## config.mk

```make
export PLATFORM = sky130hd
export DESIGN_NAME = brightness_linear_ramp_unit
export DESIGN_NICKNAME = d
export VERILOG_FILES = /design/src/design/blr_pkg.sv /design/src/design/brightness_linear_ramp_unit.sv /design/src/design/blr_div.sv /design/src/design/blr_cfg.sv
export SDC_FILE = /design/constraint.sdc
export NUM_CORES = 1
export LEC_CHECK = 0
export BUFFER_PORTS_ARGS = -buffer_cell sky130_fd_sc_hd__clkbuf_2
export CORE_ASPECT_RATIO = 1.4
export CORE_UTILIZATION = 40
export CTS_CLUSTER_DIAMETER = 30
export DETAILED_ROUTE_END_ITERATION = 8
export HOLD_SLACK_MARGIN = 0.08
export SLEW_MARGIN = 20
export SYNTH_ARGS = -nofsm -noshare
export SYNTH_HDL_FRONTEND = slang
export SYNTH_HIERARCHICAL = 1
export SYNTH_SLANG_ARGS = --single-unit
```

## constraint.sdc

```tcl
create_clock -name i_clk -period 7.9 [get_ports i_clk]
set_clock_uncertainty 0.05 [all_clocks]
set_input_delay 1.58 -clock i_clk [delete_from_list [all_inputs] [get_ports i_clk]]
set_output_delay 1.58 -clock i_clk [all_outputs]
set_load 0.01 [all_outputs]
```

## src/design/blr_pkg.sv

```systemverilog
// ----------------------------------------------------------------------------
// blr_pkg
// shared types and codes of the brightness ramp unit
// ----------------------------------------------------------------------------
`timescale 1ns / 1ps

package blr_pkg;

    localparam int DIV_W  = 17;
    localparam int DIV_CW = $clog2(DIV_W + 1);

    localparam logic [9:0] PERIOD_RST     = 10'd30;
    localparam logic [7:0] MIN_STRIDE_RST = 8'd1;

    localparam int CFG_AW = 3;

    typedef enum logic [1:0] {
        CMD_START = 2'd0,
        CMD_STOP  = 2'd1,
        CMD_TICK  = 2'd2
    } t_cmd;

    typedef enum logic [1:0] {
        EV_STARTED = 2'd0,
        EV_CHANGED = 2'd1,
        EV_ENDED   = 2'd2
    } t_event;

    typedef enum logic [0:0] {
        REG_UPDATE_PERIOD = 1'b0,
        REG_MIN_STRIDE    = 1'b1
    } t_reg_idx;

    typedef struct packed {
        logic [9:0] update_period;
        logic [7:0] min_stride;
    } t_cfg;

    typedef struct packed {
        logic             start;
        logic [DIV_W-1:0] dividend;
        logic [DIV_W-1:0] divisor;
    } t_div_req;

    typedef struct packed {
        logic             done;
        logic [DIV_W-1:0] quotient;
    } t_div_rsp;

endpackage

```

## src/design/brightness_linear_ramp_unit.sv

```systemverilog
// ----------------------------------------------------------------------------
// brightness_linear_ramp_unit
// linear brightness ramp generator with a shared iterative divider
// ----------------------------------------------------------------------------
// usage:
//   input channel (i_in_valid / o_in_stall) carries commands: start, stop and
//   timer tick. output channel (o_out_valid / i_out_stall) carries events:
//   started, changed with a level, ended; o_last marks the final event of one
//   command. config (update period, minimum stride) is written over the apb
//   port while the unit is idle.
// timing:
//   a start that changes the level of an idle ramp runs two or three divisions
//   on one 17-bit restoring divider, one quotient bit per cycle, and keeps
//   the input stalled until the last division is done. a tick or stop
//   emits its events (up to three) one after another through the output
//   register; the unit takes the next command as soon as its last
//   event sits in the output register.
// reset:
//   synchronous, active low. the ramp is idle, the current and target levels,
//   stride and step counters are zero, update period is 30 and minimum stride is 1.
// stall:
//   while the receiver stalls, the output register holds its transfer and
//   pending events wait; the input side stays stalled until they are gone.
// ----------------------------------------------------------------------------
`timescale 1ns / 1ps

module brightness_linear_ramp_unit import blr_pkg::*; (
    input  logic              i_clk,
    input  logic              i_rst_n,
    // command channel
    input  logic              i_in_valid,
    output logic              o_in_stall,
    input  logic [1:0]        i_cmd,
    input  logic [15:0]       i_from_level,
    input  logic [15:0]       i_to_level,
    input  logic [15:0]       i_duration_ms,
    // event channel
    output logic              o_out_valid,
    input  logic              i_out_stall,
    output logic [1:0]        o_event_res,
    output logic [15:0]       o_level,
    output logic              o_last,
    // configuration port
    input  logic              psel,
    input  logic              penable,
    input  logic              pwrite,
    input  logic [CFG_AW-1:0] paddr,
    input  logic [31:0]       pwdata,
    output logic [31:0]       prdata,
    output logic              pready
);

    typedef enum logic [4:0] {
        S_IDLE       = 5'b00001,
        S_DIV_STEPS  = 5'b00010,
        S_DIV_STRIDE = 5'b00100,
        S_DIV_LIMIT  = 5'b01000,
        S_EMIT       = 5'b10000
    } t_state;

    t_cfg     cfg;
    t_div_req div_req;
    t_div_rsp div_rsp;

    // sequencer
    t_state r_state, n_state;

    // ramp state
    logic        r_active, n_active;
    logic [15:0] r_cur, n_cur;
    logic [15:0] r_tgt, n_tgt;
    logic [16:0] r_stride, n_stride;
    logic [16:0] r_step_limit, n_step_limit;
    logic [16:0] r_step_count, n_step_count;

    // start setup scratch
    logic        r_neg, n_neg;
    logic [16:0] r_cmag, n_cmag;
    logic [16:0] r_steps, n_steps;
    logic [16:0] r_mag, n_mag;

    // pending events of the current command
    logic        r_p_started, n_p_started;
    logic        r_p_changed, n_p_changed;
    logic        r_p_ended, n_p_ended;
    logic [15:0] r_p_level, n_p_level;

    // output register
    logic        r_out_valid, n_out_valid;
    t_event      r_out_ev, n_out_ev;
    logic [15:0] r_out_level, n_out_level;
    logic        r_out_last, n_out_last;

    logic        in_acc;
    logic        slot_free;
    t_cmd        cmd;

    // start arithmetic
    logic        up;
    logic [16:0] chg_mag;
    logic [16:0] period_eff;
    logic [16:0] steps_eff;
    logic [16:0] min_ext;
    logic [16:0] mag_adj;

    // tick arithmetic
    logic [16:0]        cnt_inc;
    logic               in_limit;
    logic signed [17:0] nxt;
    logic signed [17:0] tgt_s;
    logic               stride_pos;
    logic               out_of_range;

    blr_cfg u_cfg (
        .i_clk   (i_clk),
        .i_rst_n (i_rst_n),
        .psel    (psel),
        .penable (penable),
        .pwrite  (pwrite),
        .paddr   (paddr),
        .pwdata  (pwdata),
        .prdata  (prdata),
        .pready  (pready),
        .o_cfg   (cfg)
    );

    blr_div u_div (
        .i_clk   (i_clk),
        .i_rst_n (i_rst_n),
        .i_req   (div_req),
        .o_rsp   (div_rsp)
    );

    assign o_in_stall = (r_state != S_IDLE);
    assign in_acc     = i_in_valid && (r_state == S_IDLE);
    assign cmd        = t_cmd'(i_cmd);
    assign slot_free  = !r_out_valid || !i_out_stall;

    // change magnitude and sign of a start
    assign up         = (i_to_level >= i_from_level);
    assign chg_mag    = up ? ({1'b0, i_to_level} - {1'b0, i_from_level})
                           : ({1'b0, i_from_level} - {1'b0, i_to_level});
    // a zero period counts as one
    assign period_eff = (cfg.update_period == 10'd0) ? 17'd1
                                                     : {7'd0, cfg.update_period};
    assign steps_eff  = (div_rsp.quotient == 17'd0) ? 17'd1 : div_rsp.quotient;
    assign min_ext    = {9'd0, cfg.min_stride};
    assign mag_adj    = (div_rsp.quotient < min_ext) ? min_ext : div_rsp.quotient;

    // one tick: advance, then check against target with signed compare
    assign cnt_inc      = r_step_count + 17'd1;
    assign in_limit     = (cnt_inc <= r_step_limit);
    assign nxt          = $signed({2'b00, r_cur}) + $signed({r_stride[16], r_stride});
    assign tgt_s        = $signed({2'b00, r_tgt});
    assign stride_pos   = !r_stride[16] && (r_stride != 17'd0);
    assign out_of_range = stride_pos ? (nxt >= tgt_s) : (nxt <= tgt_s);

    always_comb begin
        n_state      = r_state;
        n_active     = r_active;
        n_cur        = r_cur;
        n_tgt        = r_tgt;
        n_stride     = r_stride;
        n_step_limit = r_step_limit;
        n_step_count = r_step_count;
        n_neg        = r_neg;
        n_cmag       = r_cmag;
        n_steps      = r_steps;
        n_mag        = r_mag;
        n_p_started  = r_p_started;
        n_p_changed  = r_p_changed;
        n_p_ended    = r_p_ended;
        n_p_level    = r_p_level;
        n_out_valid  = r_out_valid && i_out_stall;
        n_out_ev     = r_out_ev;
        n_out_level  = r_out_level;
        n_out_last   = r_out_last;

        div_req.start    = 1'b0;
        div_req.dividend = r_cmag;
        div_req.divisor  = steps_eff;

        unique case (r_state)
            S_IDLE: begin
                if (in_acc) begin
                    unique case (cmd)
                        CMD_START: begin
                            if (!r_active) begin
                                n_cur  = i_from_level;
                                n_tgt  = i_to_level;
                                n_neg  = !up;
                                n_cmag = chg_mag;
                                // zero change loads the levels and stays idle
                                if (chg_mag != 17'd0) begin
                                    div_req.start    = 1'b1;
                                    div_req.dividend = {1'b0, i_duration_ms};
                                    div_req.divisor  = period_eff;
                                    n_state          = S_DIV_STEPS;
                                end
                            end
                        end
                        CMD_STOP: begin
                            n_active    = 1'b0;
                            n_p_started = 1'b0;
                            n_p_changed = 1'b0;
                            n_p_ended   = 1'b1;
                            n_state     = S_EMIT;
                        end
                        CMD_TICK: begin
                            if (r_active) begin
                                n_step_count = cnt_inc;
                                n_p_started  = (cnt_inc == 17'd1);
                                n_p_changed  = 1'b1;
                                if (in_limit && !out_of_range) begin
                                    n_cur     = nxt[15:0];
                                    n_p_level = nxt[15:0];
                                    n_p_ended = 1'b0;
                                end else begin
                                    // target reached or step budget spent
                                    n_cur     = r_tgt;
                                    n_p_level = r_tgt;
                                    n_p_ended = 1'b1;
                                    n_active  = 1'b0;
                                end
                                n_state = S_EMIT;
                            end
                        end
                        default: ;
                    endcase
                end
            end
            S_DIV_STEPS: begin
                if (div_rsp.done) begin
                    n_steps          = steps_eff;
                    div_req.start    = 1'b1;
                    div_req.dividend = r_cmag;
                    div_req.divisor  = steps_eff;
                    n_state          = S_DIV_STRIDE;
                end
            end
            S_DIV_STRIDE: begin
                if (div_rsp.done) begin
                    n_mag = mag_adj;
                    if ((r_steps > 17'd1) && (mag_adj != 17'd0)) begin
                        div_req.start    = 1'b1;
                        div_req.dividend = r_cmag;
                        div_req.divisor  = mag_adj;
                        n_state          = S_DIV_LIMIT;
                    end else begin
                        n_stride     = r_neg ? (17'd0 - mag_adj) : mag_adj;
                        n_step_limit = r_steps;
                        n_step_count = '0;
                        n_active     = 1'b1;
                        n_state      = S_IDLE;
                    end
                end
            end
            S_DIV_LIMIT: begin
                if (div_rsp.done) begin
                    n_stride     = r_neg ? (17'd0 - r_mag) : r_mag;
                    n_step_limit = div_rsp.quotient;
                    n_step_count = '0;
                    n_active     = 1'b1;
                    n_state      = S_IDLE;
                end
            end
            S_EMIT: begin
                // move one pending event per cycle into the output register while the slot is free
                if (slot_free) begin
                    n_out_valid = 1'b1;
                    if (r_p_started) begin
                        n_out_ev    = EV_STARTED;
                        n_out_level = '0;
                        n_out_last  = !(r_p_changed || r_p_ended);
                        n_p_started = 1'b0;
                    end else if (r_p_changed) begin
                        n_out_ev    = EV_CHANGED;
                        n_out_level = r_p_level;
                        n_out_last  = !r_p_ended;
                        n_p_changed = 1'b0;
                    end else begin
                        n_out_ev    = EV_ENDED;
                        n_out_level = '0;
                        n_out_last  = 1'b1;
                        n_p_ended   = 1'b0;
                    end
                    if (n_out_last) begin
                        n_state = S_IDLE;
                    end
                end
            end
            default: n_state = S_IDLE;
        endcase
    end

    // control state
    always_ff @(posedge i_clk) begin
        if (!i_rst_n) begin
            r_state      <= S_IDLE;
            r_active     <= 1'b0;
            r_cur        <= '0;
            r_tgt        <= '0;
            r_stride     <= '0;
            r_step_limit <= '0;
            r_step_count <= '0;
            r_p_started  <= 1'b0;
            r_p_changed  <= 1'b0;
            r_p_ended    <= 1'b0;
            r_out_valid  <= 1'b0;
        end else begin
            r_state      <= n_state;
            r_active     <= n_active;
            r_cur        <= n_cur;
            r_tgt        <= n_tgt;
            r_stride     <= n_stride;
            r_step_limit <= n_step_limit;
            r_step_count <= n_step_count;
            r_p_started  <= n_p_started;
            r_p_changed  <= n_p_changed;
            r_p_ended    <= n_p_ended;
            r_out_valid  <= n_out_valid;
        end
    end

    // payload
    always_ff @(posedge i_clk) begin
        r_neg       <= n_neg;
        r_cmag      <= n_cmag;
        r_steps     <= n_steps;
        r_mag       <= n_mag;
        r_p_level   <= n_p_level;
        r_out_ev    <= n_out_ev;
        r_out_level <= n_out_level;
        r_out_last  <= n_out_last;
    end

    assign o_out_valid = r_out_valid;
    assign o_event_res = r_out_ev;
    assign o_level     = r_out_level;
    assign o_last      = r_out_last;

endmodule

```

## src/design/blr_div.sv

```systemverilog
// ----------------------------------------------------------------------------
// blr_div
// shared restoring divider, one quotient bit per cycle
// ----------------------------------------------------------------------------
`timescale 1ns / 1ps

module blr_div import blr_pkg::*; (
    input  logic     i_clk,
    input  logic     i_rst_n,
    input  t_div_req i_req,
    output t_div_rsp o_rsp
);

    logic              r_busy;
    logic              r_done;
    logic [DIV_CW-1:0] r_cnt;
    logic [DIV_W-1:0]  r_rem;
    logic [DIV_W-1:0]  r_quo;
    logic [DIV_W-1:0]  r_den;

    logic [DIV_W:0]    rem_sh;
    logic [DIV_W:0]    diff;

    // shift in next dividend bit, trial subtract
    assign rem_sh = {r_rem, r_quo[DIV_W-1]};
    assign diff   = rem_sh - {1'b0, r_den};

    always_ff @(posedge i_clk) begin
        if (!i_rst_n) begin
            r_busy <= 1'b0;
            r_done <= 1'b0;
            r_cnt  <= '0;
        end else begin
            r_done <= 1'b0;
            if (i_req.start) begin
                r_busy <= 1'b1;
                r_cnt  <= DIV_CW'(DIV_W);
            end else if (r_busy) begin
                r_cnt <= r_cnt - 1'b1;
                if (r_cnt == DIV_CW'(1)) begin
                    r_busy <= 1'b0;
                    r_done <= 1'b1;
                end
            end
        end
    end

    always_ff @(posedge i_clk) begin
        if (i_req.start) begin
            r_rem <= '0;
            r_quo <= i_req.dividend;
            r_den <= i_req.divisor;
        end else if (r_busy) begin
            r_rem <= diff[DIV_W] ? rem_sh[DIV_W-1:0] : diff[DIV_W-1:0];
            r_quo <= {r_quo[DIV_W-2:0], ~diff[DIV_W]};
        end
    end

    assign o_rsp.done     = r_done;
    assign o_rsp.quotient = r_quo;

endmodule

```

## src/design/blr_cfg.sv

```systemverilog
// ----------------------------------------------------------------------------
// blr_cfg
// register file behind the apb-style configuration port
// ----------------------------------------------------------------------------
`timescale 1ns / 1ps

module blr_cfg import blr_pkg::*; (
    input  logic              i_clk,
    input  logic              i_rst_n,
    input  logic              psel,
    input  logic              penable,
    input  logic              pwrite,
    input  logic [CFG_AW-1:0] paddr,
    input  logic [31:0]       pwdata,
    output logic [31:0]       prdata,
    output logic              pready,
    output t_cfg              o_cfg
);

    logic [9:0] r_update_period;
    logic [7:0] r_min_stride;
    logic       wr_en;
    t_reg_idx   reg_idx;

    assign pready  = 1'b1;
    assign wr_en   = psel && penable && pwrite;
    assign reg_idx = t_reg_idx'(paddr[2]);

    always_ff @(posedge i_clk) begin
        if (!i_rst_n) begin
            r_update_period <= PERIOD_RST;
            r_min_stride    <= MIN_STRIDE_RST;
        end else if (wr_en) begin
            unique case (reg_idx)
                REG_UPDATE_PERIOD: r_update_period <= pwdata[9:0];
                REG_MIN_STRIDE:    r_min_stride    <= pwdata[7:0];
                default: ;
            endcase
        end
    end

    always_comb begin
        unique case (reg_idx)
            REG_UPDATE_PERIOD: prdata = {22'd0, r_update_period};
            REG_MIN_STRIDE:    prdata = {24'd0, r_min_stride};
            default:           prdata = '0;
        endcase
    end

    assign o_cfg.update_period = r_update_period;
    assign o_cfg.min_stride    = r_min_stride;

endmodule

```

==> results of run 1 <==
flip-flops by register name (all words and copies together), names as in the netlist, 2 cells and up:
name,flops
r_p_level,16
u_div/r_den,17
r_stride,17
r_mag,17
u_div/r_cnt,5
o_level,16
r_cur,16
u_cfg/r_update_period,10
r_steps,17
r_cmag,17
r_step_count,17
r_step_limit,17
u_div/r_quo,17
r_tgt,16
o_event_res,2
u_cfg/r_min_stride,8
r_state,5
u_div/r_rem,17
cell type report:
class	count	area, µm²
clock buffers	58	1344
multi-input cells	1451	9849
clock inverters	35	364.1
repair buffers	113	605.6
flip-flops and latches	256	6336
fillers	4106	22710
well taps	546	683.2
inverters	143	536.8
power groups by stage:
stage | clock network (mW) | registers [mW] | logic [mW]
3_5_place_dp | 0 | 1.65 | 1.23
4_1_cts | 2.16 | 1.63 | 1.24
3_3_place_gp | 0 | 1.65 | 1.21
2_1_floorplan | 0 | 1.60 | 0.970
5_1_grt | 2.21 | 1.64 | 1.38
6_report | 2.13 | 1.63 | 1.24
worst paths after layout:
check,startpoint,endpoint,slack (ps),cells past startpoint
min reg2reg,u_cfg/r_min_stride[6]$_SDFFE_PN0P_,u_cfg/r_min_stride[6]$_SDFFE_PN0P_,430,2
min,u_cfg/r_min_stride[6]$_SDFFE_PN0P_,u_cfg/r_min_stride[6]$_SDFFE_PN0P_,430,2
max,u_div/r_quo[10]$_DFFE_PP_,r_step_count[2]$_SDFFE_PN0P_,1580,17
max reg2reg,u_div/r_quo[10]$_DFFE_PP_,r_step_count[2]$_SDFFE_PN0P_,1580,17
critical path, cell delays in order (launching register included):
cell and delay (ps):
edfxtp_1 630, or4_1 600, or3_1 480, nor4_2 300, o211a_1 220, nor2_1 220, mux2i_1 550, ha_1 340
o2111ai_1 330, nor4_1 290, ha_1 220, a41oi_1 80, nor2b_1 330, o21a_1 700, nor2_1 340, o21ai_0 240
o21ai_0 100, and2_1 150
cells by family after synthesis:
family,count (synthesis),share of synthesized area
AOI/OAI and AO/OA,489,0.1932
other,2,0.0004334
DFF,256,0.3657
muxes,76,0.04781
adders and majority gates,119,0.08767
and+or+nand+nor,664,0.1931
xor gates and xnor gates,80,0.04044
buffers and inverters,289,0.07163
per-stage QoR:
stage | instances | setup WS, ps | util
final | 2602 | 1583 | 0.4648
after global routing | 2602 | 1061 | 0.4648
after CTS | 2602 | 1649 | 0.4647
after detailed placement | 2509 | 1597 | 0.4245
after global placement | 2509 | 1631 | 0.4245
after floorplan | 1996 | 1918 | -
cell usage in the layout, fill, tap and decap left out, drive strengths merged, types with 10 or more instances in the layout:
master | synthesis | final
nand2 | 215 | 215
clkbuf | 95 | 155
inv | 141 | 152
dfxtp | 135 | 135
edfxtp | 121 | 121
a21oi | 121 | 121
ha | 115 | 115
o21ai | 109 | 109
nor2 | 101 | 101
nand3 | 77 | 77
xnor2 | 48 | 48
nor2b | 46 | 46
and2 | 46 | 46
mux2 | 44 | 44
nor3 | 38 | 38
a21boi | 36 | 36
xor2 | 32 | 32
and3 | 32 | 32
mux2i | 31 | 31
nor4 | 31 | 31
o211ai | 28 | 28
a21o | 23 | 23
conb | 2 | 23
a211oi | 22 | 22
nand4 | 21 | 21
o21a | 19 | 19
clkinv | 2 | 17
a311o | 16 | 16
buf | 51 | 16
a31oi | 13 | 13
o31ai | 13 | 13
or3 | 10 | 10
o21bai | 10 | 10
synth_stat cells, types with 11 or more instances:
| cell type | instances |
|---|---|
| and2_1 | 43 |
| a31oi_1 | 13 |
| dfxtp_1 | 135 |
| buf_2 | 16 |
| nor2b_1 | 46 |
| a21o_1 | 23 |
| clkbuf_1 | 94 |
| a311o_1 | 16 |
| xor2_1 | 32 |
| nor4_1 | 28 |
| o21a_1 | 19 |
| inv_1 | 139 |
| a21oi_1 | 120 |
| nand3_1 | 77 |
| mux2i_1 | 31 |
| edfxtp_1 | 121 |
| ha_1 | 115 |
| buf_4 | 26 |
| and3_1 | 32 |
| nor2_1 | 101 |
| nand4_1 | 20 |
| a211oi_1 | 18 |
| nand2_1 | 214 |
| o31ai_1 | 11 |
| a21boi_0 | 33 |
| xnor2_1 | 48 |
| mux2_2 | 44 |
| o211ai_1 | 28 |
| nor3_1 | 38 |
| o21ai_0 | 103 |
routing by layer:
| metal | track usage | routed length [µm] | vias up |
|---|---|---|---|
| li1 | - | - | 7143 |
| met1 | 0.2458 | 19360 | 7006 |
| met2 | 0.4372 | 26860 | 380 |
| met3 | 0.02732 | 1792 | 135 |
| met4 | 0.1171 | 2486 | 2 |
| met5 | 0 | 16 | - |
==> impl_metrics.env, run 1 <==
export IMPL_status="completed"
export IMPL_ys_warn_count=6
export IMPL_synth_seq_area_share=0.3657
export IMPL_postSynthCellCount=1975
export IMPL_cts_max_level=2
export IMPL_intPower_mw=3.404
export IMPL_drv_cap=0
export IMPL_syn_area_um2=17330
export IMPL_period_minus_slack_ps=6317
export IMPL_drt_iter0_drc=902
export IMPL_diodes=0
export IMPL_clock_power_share=0.425
export IMPL_initial_core_util=0.4084
export IMPL_cts_resized=0
export IMPL_cellPowerDensity_nw_per_um2=253.6
export IMPL_grt_util_all_layers=0.2298
export IMPL_synth_top_area_share=0.2097
export IMPL_postCtsSetupBuffers=0
export IMPL_avgViaCountPerCell=5.636
export IMPL_maxSlewHeadroom=0.2571
export IMPL_peakVddDrop_uv=153.4
export IMPL_final_nets=2226
export IMPL_fmax_mhz=158.3
export IMPL_first_global_vias=14454
export IMPL_wirelength_um=50510
export IMPL_place_hpwl_um=38110
export IMPL_synth_edff_count=121
export IMPL_pwr_share_comb=0.249
export IMPL_synth_seq_cells=256
export IMPL_core_area_um2=42430
export IMPL_critPathArrivalTime_ps=6700
export IMPL_seq_power_share=0.326
export IMPL_gp_congestion=0.9553
export IMPL_ctsLongestPathBuffers=3
export IMPL_drive_above_1_share=0.1362
export IMPL_antenna_left=0
export IMPL_yosys_area_top_type="edfxtp_1"
export IMPL_period_share=0.7996
export IMPL_grt_max_degree=71
export IMPL_yosysUniqueCellTypes=97
export IMPL_die_h_um=248.3
export IMPL_setup_tns_ps=0
export IMPL_dieArea_um2=44160
export IMPL_rsz0062_at_grt="no"
export IMPL_cts_made_buffers=50
export IMPL_cp_data_required_time_ps=8280
export IMPL_grt_pass1_wl_um=78970
export IMPL_cts_hold_buf=0
export IMPL_tightest_slew_ps=1111
export IMPL_hold_path_class="reg -> reg"
export IMPL_worstSetupPathType="reg -> reg"
export IMPL_vias=14666
export IMPL_place_port_buffers=98
export IMPL_drt_wirelength_per_cell_um=19.41
export IMPL_worstPathMaxFanout=18
export IMPL_firstDrtPassIters=5
export IMPL_cts_clk_slew_worst_paths_ps=50
export IMPL_dpl_cell_area_um2=18010
export IMPL_cts_root_buffer="clkbuf_16"
export IMPL_cts_tree="yes"
export IMPL_fin_area_um2=19720
export IMPL_finalHoldViolCount=0
export IMPL_hold_slack_ps=430.5
export IMPL_placementRows=89
export IMPL_synth_flop_cell="dfxtp_1"
export IMPL_net_switching_power_mw=1.598
export IMPL_die_width_um=177.9
export IMPL_async_flop_share=0
export IMPL_cp_end_kind="flip-flop"
export IMPL_grt_overflow=0
export IMPL_worst_skew_pair_late_latency_ps=560
export IMPL_power_mw=5.002
export IMPL_ios=146
export IMPL_clock_sinks=256
export IMPL_syn_mean_instance_area_um2=8.773
export IMPL_drv_slew=0
export IMPL_synth_area_leaders="edfxtp_1 21%, dfxtp_1 16%, ha_1 8.3%"
export IMPL_antenna_found_initial=2
export IMPL_area_growth_pct=13.81
export IMPL_drc_errors=0
export IMPL_switching_share=0.3195
export IMPL_leakage_nw=8.048
export IMPL_setup_viol=0
export IMPL_start_kind="flip-flop"
Power figures use the tool's default switching activity.
==> inputs of run 2 (changes only) <==
Clock period 7.9 ns to 5.4 ns, I/O delays scaled along.
==> run 2 against run 1 <==
Against the previous run:
- non-clock buffer count up 54
- sequential share of layout area down 0.76 points
- via count up 0.85%
- hold slack worse by 2.9 ps
- cell count up 2.0%
==> impl_metrics.env, run 2 (synthesis gave the netlist of run 1 again) <==
export IMPL_gp_congestion=0.9716
export IMPL_grt_util_all_layers=0.2325
export IMPL_critPathSlowestCell="dfxtp_1"
export IMPL_crit_chain="ha_1, a21o_1, a21oi_1, nor2b_1, o31a_1, o41a_1, a221o_1, a31oi_1, xnor2_1, ha_1, nor3_1, o211ai_1, o22ai_1, a21oi_1, nand2b_1, a21oi_2, and2_0, buf_4, o21ai_0"
export IMPL_switching_share=0.3167
export IMPL_cts_max_level=2
export IMPL_rsz0062_at_grt="no"
export IMPL_cts_resized=0
export IMPL_dieArea_um2=44160
export IMPL_hold_path_class="reg -> reg"
export IMPL_antenna_left=0
export IMPL_peakVddDrop_uv=251.1
export IMPL_grt_overflow=0
export IMPL_worst_skew_pair_late_latency_ps=570
export IMPL_r2r_end="r_p_level[10]$_DFFE_PP_"
export IMPL_intPower_mw=5.095
export IMPL_r2r_slack_ps=390
export IMPL_place_hpwl_um=38970
export IMPL_fin_cells=2654
export IMPL_worst_path_buf_inv=1
export IMPL_cp_end_kind="flip-flop"
export IMPL_cts_root_buffer="clkbuf_16"
export IMPL_worstPathMaxFanout=19
export IMPL_r2r_start="r_stride[1]$_SDFFE_PN0P_"
export IMPL_status="completed"
export IMPL_cts_made_buffers=50
export IMPL_critPathTopFamily="compound AO/OA/AOI/OAI gates"
export IMPL_finalHoldViolCount=0
export IMPL_firstDrtPassIters=5
export IMPL_place_port_buffers=98
export IMPL_leakage_nw=8.332
export IMPL_cellPowerDensity_nw_per_um2=369.2
export IMPL_power_mw=7.457
export IMPL_dp_cells=2563
export IMPL_n_fill_cell=4064
export IMPL_grt_max_degree=76
export IMPL_first_global_vias=14664
export IMPL_wirelength_um=51310
export IMPL_hold_depth=2
export IMPL_period_minus_slack_ps=5014
export IMPL_fmax_mhz=199.4
export IMPL_final_nets=2280
export IMPL_avgViaCountPerCell=5.573
export IMPL_cts_hold_buf=0
export IMPL_vias=14791
export IMPL_setup_viol=0
export IMPL_drv_slew=0
export IMPL_grt_pass1_wl_um=79530
export IMPL_placementRows=89
export IMPL_period_share=0.9285
export IMPL_cts_tree="yes"
export IMPL_area_growth_pct=16.58
export IMPL_net_switching_power_mw=2.362
export IMPL_clock_sinks=256
export IMPL_clock_power_share=0.428
export IMPL_die_h_um=248.3
export IMPL_antenna_found_initial=0
export IMPL_final_common_cell="nand2_1"
export IMPL_postCtsSetupBuffers=0
export IMPL_hold_end="u_cfg/r_min_stride[7]$_SDFFE_PN0P_"
export IMPL_drv_cap=0
export IMPL_multi_input_area_um2=9849
export IMPL_drive_above_1_share=0.1565
export IMPL_final_cell_mix="214 x nand2_1, 139 x inv_1, 135 x dfxtp_1"
export IMPL_timing_hold_worst_start="u_cfg/r_min_stride[7]$_SDFFE_PN0P_"
export IMPL_reg2reg_depth=19
export IMPL_worstSetupPathType="reg -> reg"
export IMPL_die_width_um=177.9
export IMPL_core_area_um2=42430
export IMPL_start_kind="flip-flop"
export IMPL_cp_data_required_time_ps=5650
export IMPL_seq_power_share=0.314
export IMPL_diodes=0
export IMPL_pwr_share_comb=0.258
export IMPL_cpPeakStageDelay_ps=470
export IMPL_critPathArrivalTime_ps=5260
export IMPL_drc_errors=0
export IMPL_cts_clk_slew_worst_paths_ps=50
export IMPL_ctsLongestPathBuffers=3
export IMPL_regArea_um2=6336
export IMPL_drt_wirelength_per_cell_um=19.33
export IMPL_maxSlewHeadroom=0.2625
export IMPL_tightest_slew_ps=1103
export IMPL_initial_core_util=0.4084
export IMPL_ios=146
export IMPL_drt_iter0_drc=914
-- run 2: cell count changes in the layout (fill, tap and decap cells not counted), moves of 2 or more --
cell,previous run,this run
buf_12,0,3
buf_4,16,67
clkbuf_1,4,8
clkbuf_16,52,55
clkbuf_8,2,4
clkinv_1,4,2
clkinv_2,9,6
clkinvlp_4,4,1
-- run 2: metal layers --
metal / wire, µm / global-route usage / vias to the layer above
met4: 2751 / 0.1307 / 0
met1: 19680 / 0.2465 / 7026
met3: 1704 / 0.02595 / 133
li1: - / - / 7236
met2: 27170 / 0.4406 / 396
met5: 0 / 0 / -
-- run 2: worst register-to-register path: stages, from the launching register on --
cell      delay (ps)
dfxtp_1          470
ha_1             290
a21o_1           160
a21oi_1          230
nor2b_1          100
o31a_1           280
o41a_1           380
a221o_1          350
a31oi_1          320
xnor2_1          200
ha_1             230
nor3_1           210
o211ai_1         130
o22ai_1          260
a21oi_1           90
nand2b_1         160
a21oi_2          180
and2_0           220
buf_4            290
o21ai_0          150
-- run 2: area by class of cell --
cell class / count / area share
sequential: 256 / 0.3137
clock inverter: 24 / 0.01406
tap: 546 / 0.03382
inverter: 143 / 0.02657
timing repair buffer: 167 / 0.05191
clock buffer: 67 / 0.07235
multi-input combinational: 1451 / 0.4876
-- run 2: worst max-delay path by stage --
stage | start | endpoint | slack (ps) | depth (start not counted)
after floorplan | i_from_level[0] | u_div/r_quo[0]$_DFFE_PP_ | 210 | 15
after global routing | r_stride[1]$_SDFFE_PN0P_ | r_p_level[10]$_DFFE_PP_ | 5 | 19
after global placement | i_from_level[6] | u_div/r_rem[14]$_SDFFE_PP0P_ | -20 | 17
after CTS | r_stride[1]$_SDFFE_PN0P_ | r_p_level[11]$_DFFE_PP_ | 440 | 19
after detailed placement | i_from_level[6] | u_div/r_rem[7]$_SDFFE_PP0P_ | -20 | 17
final | r_stride[1]$_SDFFE_PN0P_ | r_p_level[10]$_DFFE_PP_ | 390 | 19
-- run 2: power groups by stage --
stage / registers (mW) / clock network [mW] / logic, mW
finish: 2.34 / 3.19 / 1.93
detailed placement: 2.38 / 0 / 1.91
global route: 2.36 / 3.32 / 2.12
global placement: 2.37 / 0 / 1.88
floorplan: 2.35 / 0 / 1.42
CTS: 2.34 / 3.23 / 1.92
-- run 2: stage by stage --
stage | setup TNS, ps | hold WS [ps] | utilization | setup WS [ps] | cell area (µm²)
4_1_cts | 0 | 422.9 | 0.4761 | 441.3 | 20200
2_1_floorplan | 0 | 394.3 | - | 209.9 | 17410
6_report | 0 | 427.5 | 0.4761 | 386.1 | 20200
5_1_grt | 0 | 440.7 | 0.4761 | 4.557 | 20200
3_3_place_gp | -25.60 | 409.2 | 0.4349 | -15.50 | 18450
3_5_place_dp | -51.29 | 416.3 | 0.4349 | -18.86 | 18450
